File: src/hw/rtl/gcm_queue.sv
// Small FIFO between the classifying front end and the filter back end.
`default_nettype none

module gcm_queue #(
	parameter int W     = 8,
	parameter int DEPTH = 4
) (
	input  wire logic         clk,
	input  wire logic         arst_n,
	input  wire logic         push,
	input  wire logic [W-1:0] push_data,
	output logic              full,
	input  wire logic         pop,
	output logic              head_valid,
	output logic [W-1:0]      head_data
);
	localparam int PW = (DEPTH > 1) ? $clog2(DEPTH) : 1;
	localparam int CW = $clog2(DEPTH + 1);

	logic [W-1:0]  mem_q [DEPTH];
	logic [PW-1:0] wr_ptr_q;
	logic [PW-1:0] rd_ptr_q;
	logic [CW-1:0] cnt_q;
	logic          do_push;
	logic          do_pop;

	assign full       = (cnt_q == CW'(DEPTH));
	assign head_valid = (cnt_q != '0);
	assign head_data  = mem_q[rd_ptr_q];
	assign do_push    = push && !full;
	assign do_pop     = pop && head_valid;

	always_ff @(posedge clk) begin
		if (do_push)
			mem_q[wr_ptr_q] <= push_data;
	end

	always_ff @(posedge clk or negedge arst_n) begin
		if (!arst_n) begin
			wr_ptr_q <= '0;
			rd_ptr_q <= '0;
			cnt_q    <= '0;
		end else begin
			if (do_push)
				wr_ptr_q <= (wr_ptr_q == PW'(DEPTH - 1)) ? '0 : wr_ptr_q + PW'(1);
			if (do_pop)
				rd_ptr_q <= (rd_ptr_q == PW'(DEPTH - 1)) ? '0 : rd_ptr_q + PW'(1);
			case ({do_push, do_pop})
				2'b10:   cnt_q <= cnt_q + CW'(1);
				2'b01:   cnt_q <= cnt_q - CW'(1);
				default: cnt_q <= cnt_q;
			endcase
		end
	end
endmodule

`default_nettype wire

File: config.mk
export PLATFORM = sky130hd
export DESIGN_NAME = gcm_queue
export DESIGN_NICKNAME = d
export VERILOG_FILES = /design/src/hw/rtl/gcm_queue.sv
export SDC_FILE = /design/constraint.sdc
export NUM_CORES = 1
export LEC_CHECK = 0
export ABC_AREA = 1
export ABC_CLOCK_PERIOD_IN_PS = 3540
export BUFFER_PORTS_ARGS = -buffer_cell sky130_fd_sc_hd__buf_2
export CAP_MARGIN = 0
export CORE_ASPECT_RATIO = 0.75
export CORE_MARGIN = 1.5
export CORE_UTILIZATION = 45
export CTS_BUF_LIST = sky130_fd_sc_hd__clkbuf_4
export CTS_CLUSTER_DIAMETER = 150
export DETAILED_ROUTE_END_ITERATION = 8
export PLACE_DENSITY = 0.66
export SLEW_MARGIN = 20
export SYNTH_ARGS = -nofsm -noshare
export SYNTH_HDL_FRONTEND = slang
export SYNTH_SLANG_ARGS = --single-unit
File: constraint.sdc
create_clock -name clk -period 3.54 [get_ports clk]
set_input_delay 0.708 -clock clk [delete_from_list [all_inputs] [get_ports clk]]
set_output_delay 0.708 -clock clk [all_outputs]
set_load 0.03 [all_outputs]
## Word level (Yosys, flattened, before mapping)

Memories as Yosys holds them, arrays and structs flattened.
Index checks and enable logic that the tools add are counted.
Widths: inputs -> output; s select.

- Register bits after elaboration: 7
- RAM bits: 32
- Bits of input ports: 12
- Output and inout bits: 10
- Logic and storage cells: 23
- Memories: 1

- Add/sub/neg operators: 4
- Equal/unequal tests: 5
- Muxes and demuxes: 5
- Reductions and logical operators: 5

Memory list:

| name | depth | width | rd ports | clocked after memory_dff | write ports | RTL line | RTL |
|---|---|---|---|---|---|---|---|
| mem_q | 4 | 8 | 1 | 0 | 1 | 20 | `logic [W-1:0] mem_q [DEPTH];` |

Operator list:

| operator | number |
|---|---|
| $eq 2x2->1 const B | 3 |
| $pmux 3 s2 | 1 |
| $add 2x1->2 const B | 2 |
| $mux 2 | 2 |
| $add 3x1->3 const B | 1 |
| $eq 3x3->1 const B | 1 |
| $reduce_bool 3->1 | 1 |
| $sub 3x1->3 const B | 1 |
| $eq 2x1->1 const B | 1 |
| $logic_and 1x1->1 | 2 |
| $mux 1 | 2 |
| $reduce_bool 2->1 | 1 |
| $logic_not 1->1 | 1 |

## Depth between registers and ports, before layout

- Depth after elaboration: 5
- Gate-level depth with buffers: 12
- Mapped depth without buffers: 12

## Worst setup path after synthesis

No wires, ideal clock.

- Kind: register to register
- Start point: reg cnt_q[1]
- End point: reg cnt_q[1]
- Arrival time: 1.699 ns
- Required time: 3.457 ns
- Slack: 1.758 ns
- Cell stages (with the launch flop): 9
- Buffers on the path: 0
- Period minus slack after synthesis: 1.782 ns
- Cells stage by stage: dfrtp_1 inv_1 nand3_2 nand2_2 inv_1 ha_1 inv_1 fa_1 o21ai_0

RTL lines:

| element | RTL line | RTL |
|---|---|---|
| start: declaration | 23 | `logic [CW-1:0] cnt_q;` |
| start signal: assignment | 49 | `2'b10: cnt_q <= cnt_q + CW'(1);` |
| start signal: assignment | 50 | `2'b01: cnt_q <= cnt_q - CW'(1);` |
| start signal: assignment | 51 | `default: cnt_q <= cnt_q;` |
| $reduce_bool 3->1 * | 28 | `assign head_valid = (cnt_q != '0);` |
| named net head_valid | 14 | `output logic head_valid,` |
| $logic_and 1x1->1 * | 31 | `assign do_pop = pop && head_valid;` |
| named net do_pop | 25 | `logic do_pop;` |
| $eq 2x1->1 or $eq 2x2->1 (tied branches) | 48 | `case ({do_push, do_pop})` |
| $pmux 3 s2 or $reduce_bool 2->1 (tied branches) | - |  |

Mark *: on every way through the listed nets, which the timed path passes. The rest lies on a longest branch.
A chain may end at the register's enable or synchronous reset.

## Final worst setup path

- Start point: reg rd_ptr_q[0]
- End point: out head_data[3]

- Word-level cells in the longest chain between the ends: 1

Ends and longest elaborated chain:

| element | RTL line | RTL |
|---|---|---|
| start: declaration | 22 | `logic [PW-1:0] rd_ptr_q;` |
| start signal: assignment | 47 | `rd_ptr_q <= (rd_ptr_q == PW'(DEPTH - 1)) ? '0 : rd_ptr_q + PW'(1);` |
| $mem_v2 4x8 | - |  |
| end: declaration | 15 | `output logic [W-1:0] head_data` |

No other way between the ends.

==> flow_summary.json <==
{
  "outcome": "complete, no violations",
  "fin_total_pwr_mw": 1.64,
  "drtIter0Drc": 59,
  "cts_tree": "yes",
  "root_buffer": "clkbuf_4",
  "tns_ns": 0,
  "crit_type": "flip-flop to primary output",
  "drv_slew": 0,
  "final.period_utilization_pct": 73.6,
  "cts.htree.levels": 2,
  "grt-ovfl-total": 0,
  "clock_path_buffers": 2,
  "yosysUniqueCellTypes": 19,
  "antenna_cells": 0,
  "dieArea_sq_mm": 0.00435,
  "relSlewSlack_pct": 33.6,
  "grt_pass1_wl_microns": 4950,
  "critical_path.endpoint_type": "primary output",
  "yosysWarnings": 0,
  "die_h_microns": 57.5,
  "fp.dieW_microns": 75.6,
  "viasPerCell": 5.03,
  "routedWlPerCell_microns": 13.2,
  "final_nets": 195,
  "setup_viol": 0,
  "initial_core_util_pct": 47.7,
  "path_cells": "nand2_1 > o211ai_1 > nand2_1 > buf_2",
  "synth.most_common_cell": "nand2_1",
  "rows": 19,
  "fin_skew_ns": 0.00781,
  "grt_pass1_vias": 1069,
  "ys_async_sr_fraction_pct": 17.9,
  "cp_top_family": "flip-flops",
  "worstHoldPathType": "primary input to async pin",
  "cpMaxStageDelayCell": "dfrtp_1",
  "drive_gt1_share_pct": 19.8,
  "gp_congestion": 0.780,
  "wl_microns": 3030,
  "cp_max_fo": 35,
  "timing_hold_violations_final": 0,
  "track_usage_pct": 16.4,
  "arrival_ns": 1.90,
  "area_growth_pct": 9.77,
  "port_buffers": 21,
  "rsz0062_at_grt": "no",
  "grt_antenna_before_repair": 0,
  "core_area_sq_mm": 0.00373,
  "ys_seq_elements": 39,
  "period_needed_ns": 2.60,
  "syn_avg_cell_area_sq_um": 11.6,
  "vias": 1152,
  "syn_inst": 153,
  "cp-start-kind": "flip-flop",
  "grt_max_degree": 36,
  "cts-buffers-inserted": 5,
  "power_density_mw_per_mm2": 839,
  "power_leakage_nw": 0.862,
  "path_clk_slew_ns": 0.10,
  "synth_top_area_share_pct": 54.0,
  "yosys-top-cells-area": "edfxtp_1, dfrtp_1, nand2_1",
  "ctsResizeCount": 0,
  "dpl.hpwl_microns": 2130,
  "fin_hold_ws_ns": 0.190,
  "synth_area_leader_cell": "edfxtp_1",
  "cpPeakStageDelay_ns": 1.01,
  "ir_drop_v": 0.000353,
  "max_freq_mhz": 384,
  "drt_first_pass_iters": 4,
  "synth-edff-count": 32,
  "cap_violations": 0,
  "cts.sinks": 39,
  "syn_nets": 172,
  "cts-hold-fix-buffers": 0,
  "syn_area_sq_mm": 0.00178,
  "worst-path-buf-inv": 1,
  "ys.flop_type": "edfxtp_1",
  "pin_count": 22,
  "yosysSeqAreaShare_pct": 63.8,
  "post_cts_buffers": 0,
  "required_ns": 2.83,
  "synthTopCellsByCount": "nand2_1, edfxtp_1, inv_1",
  "drc": 0,
  "worst_slew_pin_slew_ns": 0.996,
  "crit_top_cell": "nand2_1",
  "antenna_left": 0,
  "insertion_delay_ns": 0.34
}
## per-stage QoR
stage / utilization [%] / instance area, sq um / instances / worst slack (ns)
3_5_place_dp: 50.8 / 1890 / 221 / 1.29
5_1_grt: 52.4 / 1950 / 229 / 0.709
2_1_floorplan: - / 1780 / 153 / 1.76
4_1_cts: 52.4 / 1950 / 229 / 0.916
6_report: 52.4 / 1950 / 229 / 0.936
3_3_place_gp: 50.8 / 1890 / 221 / 1.36
## cell usage in the layout, fill, tap and decap left out, drive strengths merged
master  count
buf        21
nand2      39
o211ai     16
xnor2       1
edfxtp     32
nor2        6
inv        31
o21ai       1
nand3       7
fa          1
ha          6
nand4       1
clkbuf      8
dfrtp       7
## final timing paths
check / slack [ns] / endpoint / depth (start not counted) / start
worst max-delay path: 0.94 / head_data[3] / 4 / rd_ptr_q[0]
worst min-delay path: 0.19 / wr_ptr_q[0] / 1 / arst_n
max in group asynchronous: 3.19 / rd_ptr_q[0] / 1 / arst_n
worst max register to register: 1.69 / cnt_q[2] / 10 / cnt_q[1]
worst min register to register: 0.50 / cnt_q[1] / 2 / cnt_q[1]
min in group clk: 0.50 / cnt_q[1] / 2 / cnt_q[1]
## cell type report
class	instances	area, sq um
Fill cell	326	1780
Clock buffer	8	60.1
Multi-Input combinational cell	78	472
Sequential cell	39	1140
Timing Repair Buffer	21	105
Tap cell	52	65.1
Inverter	31	116
## per-layer routing
layer,track usage (%),share of wire (%)
met1,20.0,44
met2,27.1,50
met3,4.77,3.8
met4,6.89,2.0
met5,0,0
## report_power, final
part           switching, mW  leakage [nW]  internal (mW)  total [mW]
Clock                  0.136        0.0368          0.102       0.238
Combinational          0.454         0.447          0.216       0.670
Sequential             0.116         0.378          0.615       0.731
## worst reg2reg max path: stages, from the launching register on
cell and delay, ns:
dfrtp_1 0.39, inv_1 0.17, nand3_4 0.13, nand2_4 0.12, ha_1 0.19, inv_1 0.07, fa_1 0.38, nand2_1 0.11
nand3_1 0.09, nand2_1 0.06, nand2_1 0.05
## state kept, by name, summed over array words and instances, names as in the netlist
register,cells
mem_q,32
cnt_q,3
wr_ptr_q,2
rd_ptr_q,2
## logic make-up (layout without fill, tap and decap cells)
kind of cell / count (synthesis) / after routing / synth area share [%]
buf+inv: 36 / 60 / 9.70
simple gates: 53 / 53 / 13.4
flops: 39 / 39 / 63.8
fa+ha+maj: 7 / 7 / 5.34
compound gates: 17 / 17 / 7.31
xor+xnor: 1 / 1 / 0.492
No activity file was read; power rests on OpenSTA's default activity.
