File: src/hw/rtl/gcm_pkg.sv
// Shared types, constants and helpers for the Gabor convolution magnitude block.
`default_nettype none

package gcm_pkg;

	localparam int PIX_W     = 8;
	localparam int COEF_W    = 16;
	localparam int CIDX_W    = 5;
	localparam int MAG_W     = 28;
	localparam int COORD_W   = 10;
	localparam int CFG_W     = 11;
	localparam int CFG_IDX_W = 1;

	localparam int CFG_WIDTH_RST  = 640;
	localparam int CFG_HEIGHT_RST = 480;

	localparam int QDEPTH = 4;

	typedef enum logic [CFG_IDX_W-1:0] {
		CFG_IMAGE_WIDTH  = 1'b0,
		CFG_IMAGE_HEIGHT = 1'b1
	} gcm_cfg_idx_t;

	typedef enum logic {
		GCM_PIXEL = 1'b0,
		GCM_COEF  = 1'b1
	} gcm_kind_t;

	typedef struct packed {
		logic               emit;
		logic               last_of_frame;
		logic [COORD_W-1:0] out_x;
		logic [COORD_W-1:0] out_y;
	} gcm_meta_t;

	typedef struct packed {
		gcm_kind_t                 kind;
		logic [PIX_W-1:0]          pixel;
		logic [CIDX_W-1:0]         coef_index;
		logic signed [COEF_W-1:0]  coef_value;
		gcm_meta_t                 meta;
	} gcm_item_t;

	function automatic int gcm_clamp(input logic [CFG_W-1:0] v, input int lo, input int hi);
		int r;
		r = int'(v);
		if (r < lo)
			r = lo;
		else if (r > hi)
			r = hi;
		return r;
	endfunction

endpackage

`default_nettype wire

File: src/hw/rtl/gcm_in_if.sv
// Input channel: pixel and coefficient-load items.
`default_nettype none

interface gcm_in_if;
	import gcm_pkg::*;

	logic                      valid;
	logic                      ready;
	logic                      req_type;
	logic [PIX_W-1:0]          pixel;
	logic                      frame_start;
	logic [CIDX_W-1:0]         coef_index;
	logic signed [COEF_W-1:0]  coef_value;

	modport source (
		output valid, req_type, pixel, frame_start, coef_index, coef_value,
		input  ready
	);

	modport sink (
		input  valid, req_type, pixel, frame_start, coef_index, coef_value,
		output ready
	);
endinterface

`default_nettype wire

File: src/hw/rtl/gcm_front.sv
// Front end: size registers, raster position counters and item classification.
`default_nettype none

module gcm_front #(
	parameter int MAX_WIDTH  = 1024,
	parameter int MAX_HEIGHT = 1024,
	parameter int RADIUS     = 2
) (
	input  wire logic                            clk,
	input  wire logic                            arst_n,
	gcm_in_if.sink                               req,
	input  wire logic                            cfg_we,
	input  wire logic [gcm_pkg::CFG_IDX_W-1:0]   cfg_index,
	input  wire logic [gcm_pkg::CFG_W-1:0]       cfg_data,
	input  wire logic                            clr_busy,
	input  wire logic                            q_full,
	output logic                                 q_push,
	output gcm_pkg::gcm_item_t                   q_item,
	output logic [$clog2(MAX_WIDTH)-1:0]         q_lc
);
	import gcm_pkg::*;

	localparam int KSIZE = 2 * RADIUS + 1;
	localparam int LA    = $clog2(MAX_WIDTH);
	localparam int CW    = $clog2(MAX_WIDTH + 1);
	localparam int RW    = $clog2(MAX_HEIGHT + 1);
	localparam int XW    = (CW > COORD_W) ? CW : COORD_W;
	localparam int YW    = (RW > COORD_W) ? RW : COORD_W;
	localparam logic [CW-1:0] WIDTH_RST  =
		CW'(gcm_clamp(CFG_W'(CFG_WIDTH_RST), KSIZE, MAX_WIDTH));
	localparam logic [RW-1:0] HEIGHT_RST =
		RW'(gcm_clamp(CFG_W'(CFG_HEIGHT_RST), KSIZE, MAX_HEIGHT));

	logic [CW-1:0] width_q;
	logic [RW-1:0] height_q;
	logic [CW-1:0] col_q;
	logic [RW-1:0] row_q;

	logic [CW-1:0] col_cur;
	logic [RW-1:0] row_cur;
	logic [CW-1:0] col_inc;
	logic [RW-1:0] row_inc;
	logic          wrap_col;
	logic          wrap_row;
	logic [XW-1:0] x_full;
	logic [YW-1:0] y_full;
	gcm_kind_t     kind;

	assign req.ready = !clr_busy && !q_full;
	assign q_push    = req.valid && req.ready;
	assign kind      = gcm_kind_t'(req.req_type);

	always_comb begin
		col_cur  = req.frame_start ? '0 : col_q;
		row_cur  = req.frame_start ? '0 : row_q;
		col_inc  = col_cur + CW'(1);
		row_inc  = row_cur + RW'(1);
		wrap_col = (col_inc >= width_q);
		wrap_row = (row_inc >= height_q);
		x_full   = XW'(col_cur) - XW'(2 * RADIUS);
		y_full   = YW'(row_cur) - YW'(2 * RADIUS);
	end

	always_comb begin
		q_item.kind               = kind;
		q_item.pixel              = req.pixel;
		q_item.coef_index         = req.coef_index;
		q_item.coef_value         = req.coef_value;
		q_item.meta.emit          = (kind == GCM_PIXEL) &&
			(col_cur >= CW'(2 * RADIUS)) && (row_cur >= RW'(2 * RADIUS));
		q_item.meta.last_of_frame = wrap_col && wrap_row;
		q_item.meta.out_x         = x_full[COORD_W-1:0];
		q_item.meta.out_y         = y_full[COORD_W-1:0];
		q_lc                      = col_cur[LA-1:0];
	end

	always_ff @(posedge clk or negedge arst_n) begin
		if (!arst_n) begin
			width_q  <= WIDTH_RST;
			height_q <= HEIGHT_RST;
		end else if (cfg_we) begin
			case (cfg_index)
				CFG_IMAGE_WIDTH:  width_q  <= CW'(gcm_clamp(cfg_data, KSIZE, MAX_WIDTH));
				CFG_IMAGE_HEIGHT: height_q <= RW'(gcm_clamp(cfg_data, KSIZE, MAX_HEIGHT));
				default: ;
			endcase
		end
	end

	always_ff @(posedge clk or negedge arst_n) begin
		if (!arst_n) begin
			col_q <= '0;
			row_q <= '0;
		end else if (q_push && kind == GCM_PIXEL) begin
			if (wrap_col) begin
				col_q <= '0;
				row_q <= wrap_row ? '0 : row_inc;
			end else begin
				col_q <= col_inc;
				row_q <= row_cur;
			end
		end
	end
endmodule

`default_nettype wire

File: src/flat_wrapper.sv
// flat-port wrapper written by rule: the top's interface ports become plain ports
module gcm_front_flat import gcm_pkg::*;
#(
	parameter int MAX_WIDTH  = 1024,
	parameter int MAX_HEIGHT = 1024,
	parameter int RADIUS     = 2
)
  (clk, arst_n, cfg_we, cfg_index, cfg_data, clr_busy, q_full, q_push, q_item, q_lc, req_valid, req_req_type, req_pixel, req_frame_start, req_coef_index, req_coef_value, req_ready);
  gcm_in_if req_i ();
  input  wire logic clk;
  input  wire logic arst_n;
  input  wire logic cfg_we;
  input  wire logic [gcm_pkg::CFG_IDX_W-1:0] cfg_index;
  input  wire logic [gcm_pkg::CFG_W-1:0] cfg_data;
  input  wire logic clr_busy;
  input  wire logic q_full;
  output logic q_push;
  output gcm_pkg::gcm_item_t q_item;
  output logic [$clog2(MAX_WIDTH)-1:0] q_lc;
  input wire logic [$bits(req_i.valid)-1:0] req_valid;
  input wire logic [$bits(req_i.req_type)-1:0] req_req_type;
  input wire logic [$bits(req_i.pixel)-1:0] req_pixel;
  input wire logic [$bits(req_i.frame_start)-1:0] req_frame_start;
  input wire logic [$bits(req_i.coef_index)-1:0] req_coef_index;
  input wire logic [$bits(req_i.coef_value)-1:0] req_coef_value;
  output wire logic [$bits(req_i.ready)-1:0] req_ready;
  assign req_i.valid = req_valid;
  assign req_i.req_type = req_req_type;
  assign req_i.pixel = req_pixel;
  assign req_i.frame_start = req_frame_start;
  assign req_i.coef_index = req_coef_index;
  assign req_i.coef_value = req_coef_value;
  assign req_ready = req_i.ready;
  gcm_front #(.MAX_WIDTH(MAX_WIDTH), .MAX_HEIGHT(MAX_HEIGHT), .RADIUS(RADIUS)) u_core (.clk(clk), .arst_n(arst_n), .req(req_i), .cfg_we(cfg_we), .cfg_index(cfg_index), .cfg_data(cfg_data), .clr_busy(clr_busy), .q_full(q_full), .q_push(q_push), .q_item(q_item), .q_lc(q_lc));
endmodule
File: config.mk
export PLATFORM = sky130hd
export DESIGN_NAME = gcm_front_flat
export DESIGN_NICKNAME = d
export VERILOG_FILES = /design/src/hw/rtl/gcm_pkg.sv /design/src/hw/rtl/gcm_in_if.sv /design/src/hw/rtl/gcm_front.sv /design/src/flat_wrapper.sv
export SDC_FILE = /design/constraint.sdc
export NUM_CORES = 1
export LEC_CHECK = 0
export ABC_CLOCK_PERIOD_IN_PS = 4400
export BUFFER_PORTS_ARGS = -buffer_cell sky130_fd_sc_hd__buf_2
export CAP_MARGIN = 20
export CORE_MARGIN = 3
export CORE_UTILIZATION = 53
export CTS_BUF_LIST = sky130_fd_sc_hd__clkbuf_2
export DETAILED_ROUTE_END_ITERATION = 8
export PLACE_DENSITY = 0.83
export SLEW_MARGIN = 10
export SYNTH_ARGS = -nofsm -noshare
export SYNTH_HDL_FRONTEND = slang
export SYNTH_SLANG_ARGS = --single-unit
export TNS_END_PERCENT = 50
File: constraint.sdc
create_clock -name clk -period 4.4 [get_ports clk]
set_input_delay 0.22 -clock clk [delete_from_list [all_inputs] [get_ports clk]]
set_output_delay 0.22 -clock clk [all_outputs]
set_load 0.01 [all_outputs]
# Word-level counts from Yosys, hierarchy flattened
# Index checks and enable logic that the tools add are counted.
word_totals:
  latchBits: 0
  n_memories: 0
  mem_bits_rw: 0
  wordCells: 33
  ff_bits: 44
  romBits: 0
classes:
  addsub: 4
  div: 0
  eq_ne: 0
  bitwise: 2
  reduce_logical: 10
  shifts: 0
  magnitude_cmp: 6
  n_mul: 0
  mux: 7
ops:
  columns: ["cell", "n"]
  rows:
  - ["$mux W11", 7]
  - ["$add A11 B1 Y11 const B", 2]
  - ["$ge A11 B11 Y1", 2]
  - ["$ge A11 B3 Y1 const B", 2]
  - ["$sub A10 B3 Y10 const B", 2]
  - ["$gt A11 B11 Y1 const B", 1]
  - ["$lt A11 B3 Y1 const B", 1]
  - ["$logic_and A1 B1 Y1", 6]
  - ["$reduce_and A2 Y1", 2]
  - ["$logic_not A1 Y1", 2]
  - ["$not A1 Y1", 2]

# Logic depth before layout (Yosys ltp)
depth:
  ltp_word: 5
  mapped_depth: 17
  mapped_depth_nobuf: 15

# Worst setup path before layout
# No wires, ideal clock.
synth_path:
  kind: "input -> register"
  from: "input port req_frame_start"
  to: "register u_core.row_q[1]"
  n_path_buf: 3
  path_slack_ns: 1.051
  arrival_ns: 3.245
  cell_stages: 17
  path_cell_list: "buf_2 > buf_2 > nor2b_1 > ha_1 > nand2_1 > nor3_4 > nand3_4 > or3_1 > a21oi_2 > ha_1 > inv_1 > o22ai_1 > or4_1 > o22ai_1 > buf_4 > nand2_2 > o41ai_2"
synth_between:
  elab_chain_cells: 5
synth_lines:
  columns: ["item", "line_no", "rtl"]
  rows:
  - ["start, declared", "flat_wrapper.sv:23", "input wire logic [$bits(req_i.frame_start)-1:0] req_frame_start;"]
  - ["$mux W11", "gcm_front.sv:55", "row_cur = req.frame_start ? '0 : row_q;"]
  - ["$add A11 B1 Y11", "gcm_front.sv:57", "row_inc = row_cur + RW'(1);"]
  - ["$ge A11 B11 Y1", "gcm_front.sv:59", "wrap_row = (row_inc >= height_q);"]
  - ["$mux W11", "gcm_front.sv:97", "row_q <= wrap_row ? '0 : row_inc;"]
  - ["$mux W11 (*)", "gcm_front.sv:95", "if (wrap_col) begin"]
  - ["end signal, assigned", "gcm_front.sv:97", null]
  - ["end signal, assigned", "gcm_front.sv:100", "row_q <= row_cur;"]
  - ["end, declared", "gcm_front.sv:37", "logic [RW-1:0] row_q;"]
# Mark *: on every way between the ends. The rest lies on a longest branch, timed or not.
# A chain may end at the register's enable or synchronous reset.

==> results by stage <==
Detailed routing:
- The remaining design rule violation count is 0.
- The total detailed-routing wirelength is 8030 µm.
- After detailed routing, the average wire length per cell comes to 15.4 µm.
- The number of search-and-repair iterations in the first detailed-routing pass is 5.
- The routed layout has 3039 vias.
- The initial detailed-routing violation count is 147.
- The average via count per standard cell is 5.83.
- The post-route antenna net violation count is 0.

Power and ir drop:
- The internal portion of the total power is 0.670 mW.
- Summed over all cells, the static leakage comes to 1.72 nW.
- Of the total power, the clock network draws 21.6%.
- Of the total power, registers draw 46.5%.
- In this run switching power makes up 35.5% of total power.
- The switching power is 0.368 mW.
- Of the total power, combinational logic draws 31.9%.
- The ratio of total power to cell area is 282 nW/µm².
- The highest ir drop seen on vdd is 152 µV.

Floorplan:
- Once the floorplan was initialized, standard cells occupied 55.4% of the core.
- The floorplan step set the die width to 87.9 µm.
- The standard-cell row count is 29.
- The die area is 7730 µm².
- The total area inside the core boundary comes to 6420 µm².
- Pin placement for this block handled 113 I/O pins.
- Measured along the y axis, the die boundary spans 87.9 µm.

Synthesis:
- The async set or reset register ratio after synthesis is 100%.
- The share of synthesized area in the top cell type comes to 26.7%.
- The predominant post-synthesis flop cell is sky130_fd_sc_hd__dfrtp_1.
- Counting flops with a built-in enable in the synthesized netlist gives 0.
- The net count after synthesis is 512.
- The flip-flop and latch count after synthesis is 44.
- Of all cell types, the one taking the most synthesized area is sky130_fd_sc_hd__dfrtp_1.
- The share of the Yosys chip area taken by registers is 31.2%.
- By area the synthesized netlist is led by sky130_fd_sc_hd__dfrtp_1 (27%), sky130_fd_sc_hd__ha_1 (11%), sky130_fd_sc_hd__buf_4 (7.0%), sky130_fd_sc_hd__nand2_1 (7.0%), sky130_fd_sc_hd__o21ai_0 (5.6%).
- After synthesis the cells add up to 3560 µm².
- Dividing the synthesized area by the synthesized cell count gives 8.22 µm².
- For this run, the number of Yosys warnings is 0.
- The gate count after technology mapping is 433.
- The netlist uses 54 different library cells.

Global route:
- Global routing used 36.2% of the available met2 tracks.
- In the global route stage, overall resource usage came out at 21.5%.
- The most used routing layer is met2.
- Summed over all layers, the global routing overflow is 0.
- The number of antenna violations at the first check in global routing was 0.
- The via count of the first global-routing pass is 2909.
- The first-pass GRT wire length is 13200 µm.
- The met1 track demand over resource is 27.2%.
- The met3 demand-to-capacity share in global routing is 4.23%.
- The pin count of the biggest net entering global routing is 45.

Min path:
- The start point of the worst min-delay path is cfg_data[6].
- In this run the worst hold path is classified as in -> reg.

STA:
- The count of final max-slew check failures was 0.
- The final-report hold violation count is 0.
- The setup total negative slack is 0 ns.
- The share of the cycle needed by the critical path after routing is 92.4%.
- The clock period minus final worst setup slack is 4.07 ns.
- Static timing analysis puts the maximum clock frequency at 0.246 GHz.
- Setup violations remaining at the end of the flow were counted as 0.
- Between clock sinks in the finished design, the worst skew comes to 0.0233 ns.
- Setup repair after global routing left no endpoint under its margin.
- The headroom to the max-slew limit is 34.2%.
- The transition at the pin with the smallest max-transition slack is 0.987 ns.

Setup path:
- The signal on the critical path passes through nor2b_2 -> ha_1 -> nand2_1 -> nor3_4 -> nand3_4 -> or3_1 -> a21oi_2 -> ha_1 -> inv_1 -> o22ai_1 -> or4_1 -> o22ai_1 -> buf_4 -> nor3_1 -> buf_2.
- The peak fanout along the critical path is 11.
- The startpoint of the lowest-slack register-to-register path is u_core.row_q[2].
- The data arrival time of the worst path is 3.85 ns.
- STA classifies the critical path endpoint as a primary output.
- The critical path's slowest cell is sky130_fd_sc_hd__dfrtp_2.
- The top cell family by delay on the critical path is simple AND/OR/NAND/NOR gates.
- The start point of the critical path is u_core.row_q[2].
- The number of buffers and inverters on the critical path is 3.
- The maximum cell stage delay along the critical path is 0.50 ns.
- At the worst endpoint, the required time is 4.18 ns.
- The type of the setup path with the least slack is reg -> out.
- STA classifies the critical path startpoint as a flip-flop.

Clock network:
- The longest clock path from root to sink contains 2 buffers.
- The buffer count from post-CTS setup fixing is 0.
- Counting the buffers created by CTS gives 5.
- After clock tree synthesis, the clock-pin slew on the worst setup and hold paths is 0.21 ns.
- At the later pin of the worst-skew pair, clock insertion delay measures 0.42 ns.
- CTS built an H-tree with a depth of 2.
- The TritonCTS clock tree is yes.
- The clock sink count is 44.
- The root buffer cell is sky130_fd_sc_hd__clkbuf_2.

Finish:
- The most common library cell in the layout ignoring fill and taps is sky130_fd_sc_hd__nand2_1.
- Of the cells placed in the final design, the portion with a size suffix greater than 1 is 19.4%.
- The layout filler cell count is 587.
- The post-layout net count is 522.
- The area growth from synthesis to layout is 3.38%.
- Leaving out fill and tap cells, the most frequent cells in the layout are sky130_fd_sc_hd__nand2_1 (66), sky130_fd_sc_hd__buf_2 (54), sky130_fd_sc_hd__o21ai_0 (40).
- The total inserted antenna cells is 0.
- The summed area of non-filler cells in the final layout is 3680 µm².

Flow run:
- Across the run, the number of max-cap violations was 0.

Placement:
- The final RePlAce weighted congestion is 0.892.
- The instance area after placement is 3600 µm².
- The number of port buffers is 54.
- The wire-length estimate of the detail-placed layout is 6210 µm.

Run status:
- The run finished with clean final reports.
-- worst paths after layout --
| path | end | depth (start not counted) | slack [ns] |
|---|---|---|---|
| worst min register to register | u_core.height_q[6] | 2 | 0.50 |
| worst max register to register | u_core.row_q[7] | 15 | 0.75 |
| min in group asynchronous | u_core.col_q[2] | 2 | 0.46 |
| worst max-delay path | q_item[20] | 15 | 0.33 |
| max in group asynchronous | u_core.row_q[2] | 2 | 3.26 |
| worst min-delay path | u_core.height_q[6] | 3 | 0.06 |
-- cells in the mapped netlist (2+ instances only) --
cell / n
sky130_fd_sc_hd__o22ai_1: 2
sky130_fd_sc_hd__nor3_2: 2
sky130_fd_sc_hd__inv_1: 32
sky130_fd_sc_hd__a21oi_1: 12
sky130_fd_sc_hd__xnor2_1: 18
sky130_fd_sc_hd__or3_1: 5
sky130_fd_sc_hd__and3_1: 5
sky130_fd_sc_hd__a32oi_1: 4
sky130_fd_sc_hd__ha_1: 30
sky130_fd_sc_hd__dfstp_2: 6
sky130_fd_sc_hd__xor2_1: 7
sky130_fd_sc_hd__o21ai_0: 40
sky130_fd_sc_hd__o31ai_1: 5
sky130_fd_sc_hd__dfrtp_1: 38
sky130_fd_sc_hd__nand2b_1: 9
sky130_fd_sc_hd__nand3_1: 6
sky130_fd_sc_hd__buf_2: 9
sky130_fd_sc_hd__clkbuf_1: 12
sky130_fd_sc_hd__nor4_1: 3
sky130_fd_sc_hd__a21oi_2: 2
sky130_fd_sc_hd__nor2_1: 16
sky130_fd_sc_hd__nor2b_1: 20
sky130_fd_sc_hd__nand3b_1: 2
sky130_fd_sc_hd__a22o_1: 2
sky130_fd_sc_hd__o21ai_1: 2
sky130_fd_sc_hd__o41ai_1: 2
sky130_fd_sc_hd__o21a_1: 3
sky130_fd_sc_hd__nor3b_1: 3
sky130_fd_sc_hd__o221ai_1: 2
sky130_fd_sc_hd__nor3_1: 7
sky130_fd_sc_hd__buf_4: 33
sky130_fd_sc_hd__nand2_1: 66
sky130_fd_sc_hd__mux2_2: 2
sky130_fd_sc_hd__and2_1: 3
sky130_fd_sc_hd__nand4_1: 4
-- sequential cells by signal (all words and copies together), names as in the netlist --
| register | count |
|---|---|
| u_core.width_q | 11 |
| u_core.row_q | 11 |
| u_core.height_q | 11 |
| u_core.col_q | 11 |
-- timing repair --
item                                    4_1_cts  5_1_grt
endpoints found under the setup margin        0        1
resized for setup                             0        2
hold endpoints to repair                     38        0
hold buffers                                  1        0
-- power groups by stage --
stage,clock [mW],combinational [mW],sequential (mW)
floorplan,0,0.267,0.476
global placement,0,0.315,0.486
detailed placement,0,0.327,0.489
CTS,0.227,0.330,0.482
global route,0.245,0.378,0.489
finish,0.224,0.331,0.483
-- kinds of logic (layout without fill, tap and decap cells) --
group	count (synthesis)	after routing	share of synthesized area, %
multiplexers	2	2	0.633
XOR/XNOR	25	25	6.15
flip-flops	44	44	31.2
AO/OA/AOI/OAI	87	87	15.5
buffers and inverters	86	97	12.9
adder cells (fa/ha/maj)	30	30	10.5
AND/OR/NAND/NOR	159	159	23.1
-- worst reg2reg max path: stages (launching register included) --
cell                      delay (ns)
sky130_fd_sc_hd__dfrtp_2        0.50
sky130_fd_sc_hd__nor2b_2        0.27
sky130_fd_sc_hd__ha_1           0.23
sky130_fd_sc_hd__nand2_1        0.10
sky130_fd_sc_hd__nor3_4         0.24
sky130_fd_sc_hd__nand3_4        0.13
sky130_fd_sc_hd__or3_1          0.40
sky130_fd_sc_hd__a21oi_2        0.18
sky130_fd_sc_hd__ha_1           0.24
sky130_fd_sc_hd__inv_1          0.07
sky130_fd_sc_hd__o22ai_1        0.06
sky130_fd_sc_hd__or4_1          0.42
sky130_fd_sc_hd__o22ai_1        0.15
sky130_fd_sc_hd__buf_4          0.21
sky130_fd_sc_hd__nand2_2        0.13
sky130_fd_sc_hd__o31ai_1        0.25
-- final cells by class --
type | count | area [µm²] | share of cell area, %
clock buffers | 5 | 25.0 | 0.680
clock inverters | 3 | 37.5 | 1.02
inverters | 32 | 120 | 3.27
multi-input cells | 303 | 1990 | 54.2
flip-flops and latches | 44 | 1110 | 30.2
well taps | 77 | 96.3 | 2.62
repair buffers | 57 | 295 | 8.03
-- stage by stage --
step	util, %	hold WS [ns]	worst slack [ns]	std cells	power, mW
3_5_place_dp	56.1	0.427	0.668	512	0.816
3_3_place_gp	56.1	0.422	0.833	512	0.801
5_1_grt	57.3	0.0414	0.0103	521	1.11
6_report	57.3	0.0610	0.332	521	1.04
2_1_floorplan	-	-0.0756	1.05	433	0.743
4_1_cts	57.2	0.0526	0.169	521	1.04
-- layer usage --
layer | up-vias | routed length, µm
met5 | - | 0
met4 | 0 | 140
met3 | 18 | 653
met2 | 146 | 3830
met1 | 1426 | 3410
li1 | 1449 | -
Power figures use the tool's default switching activity.
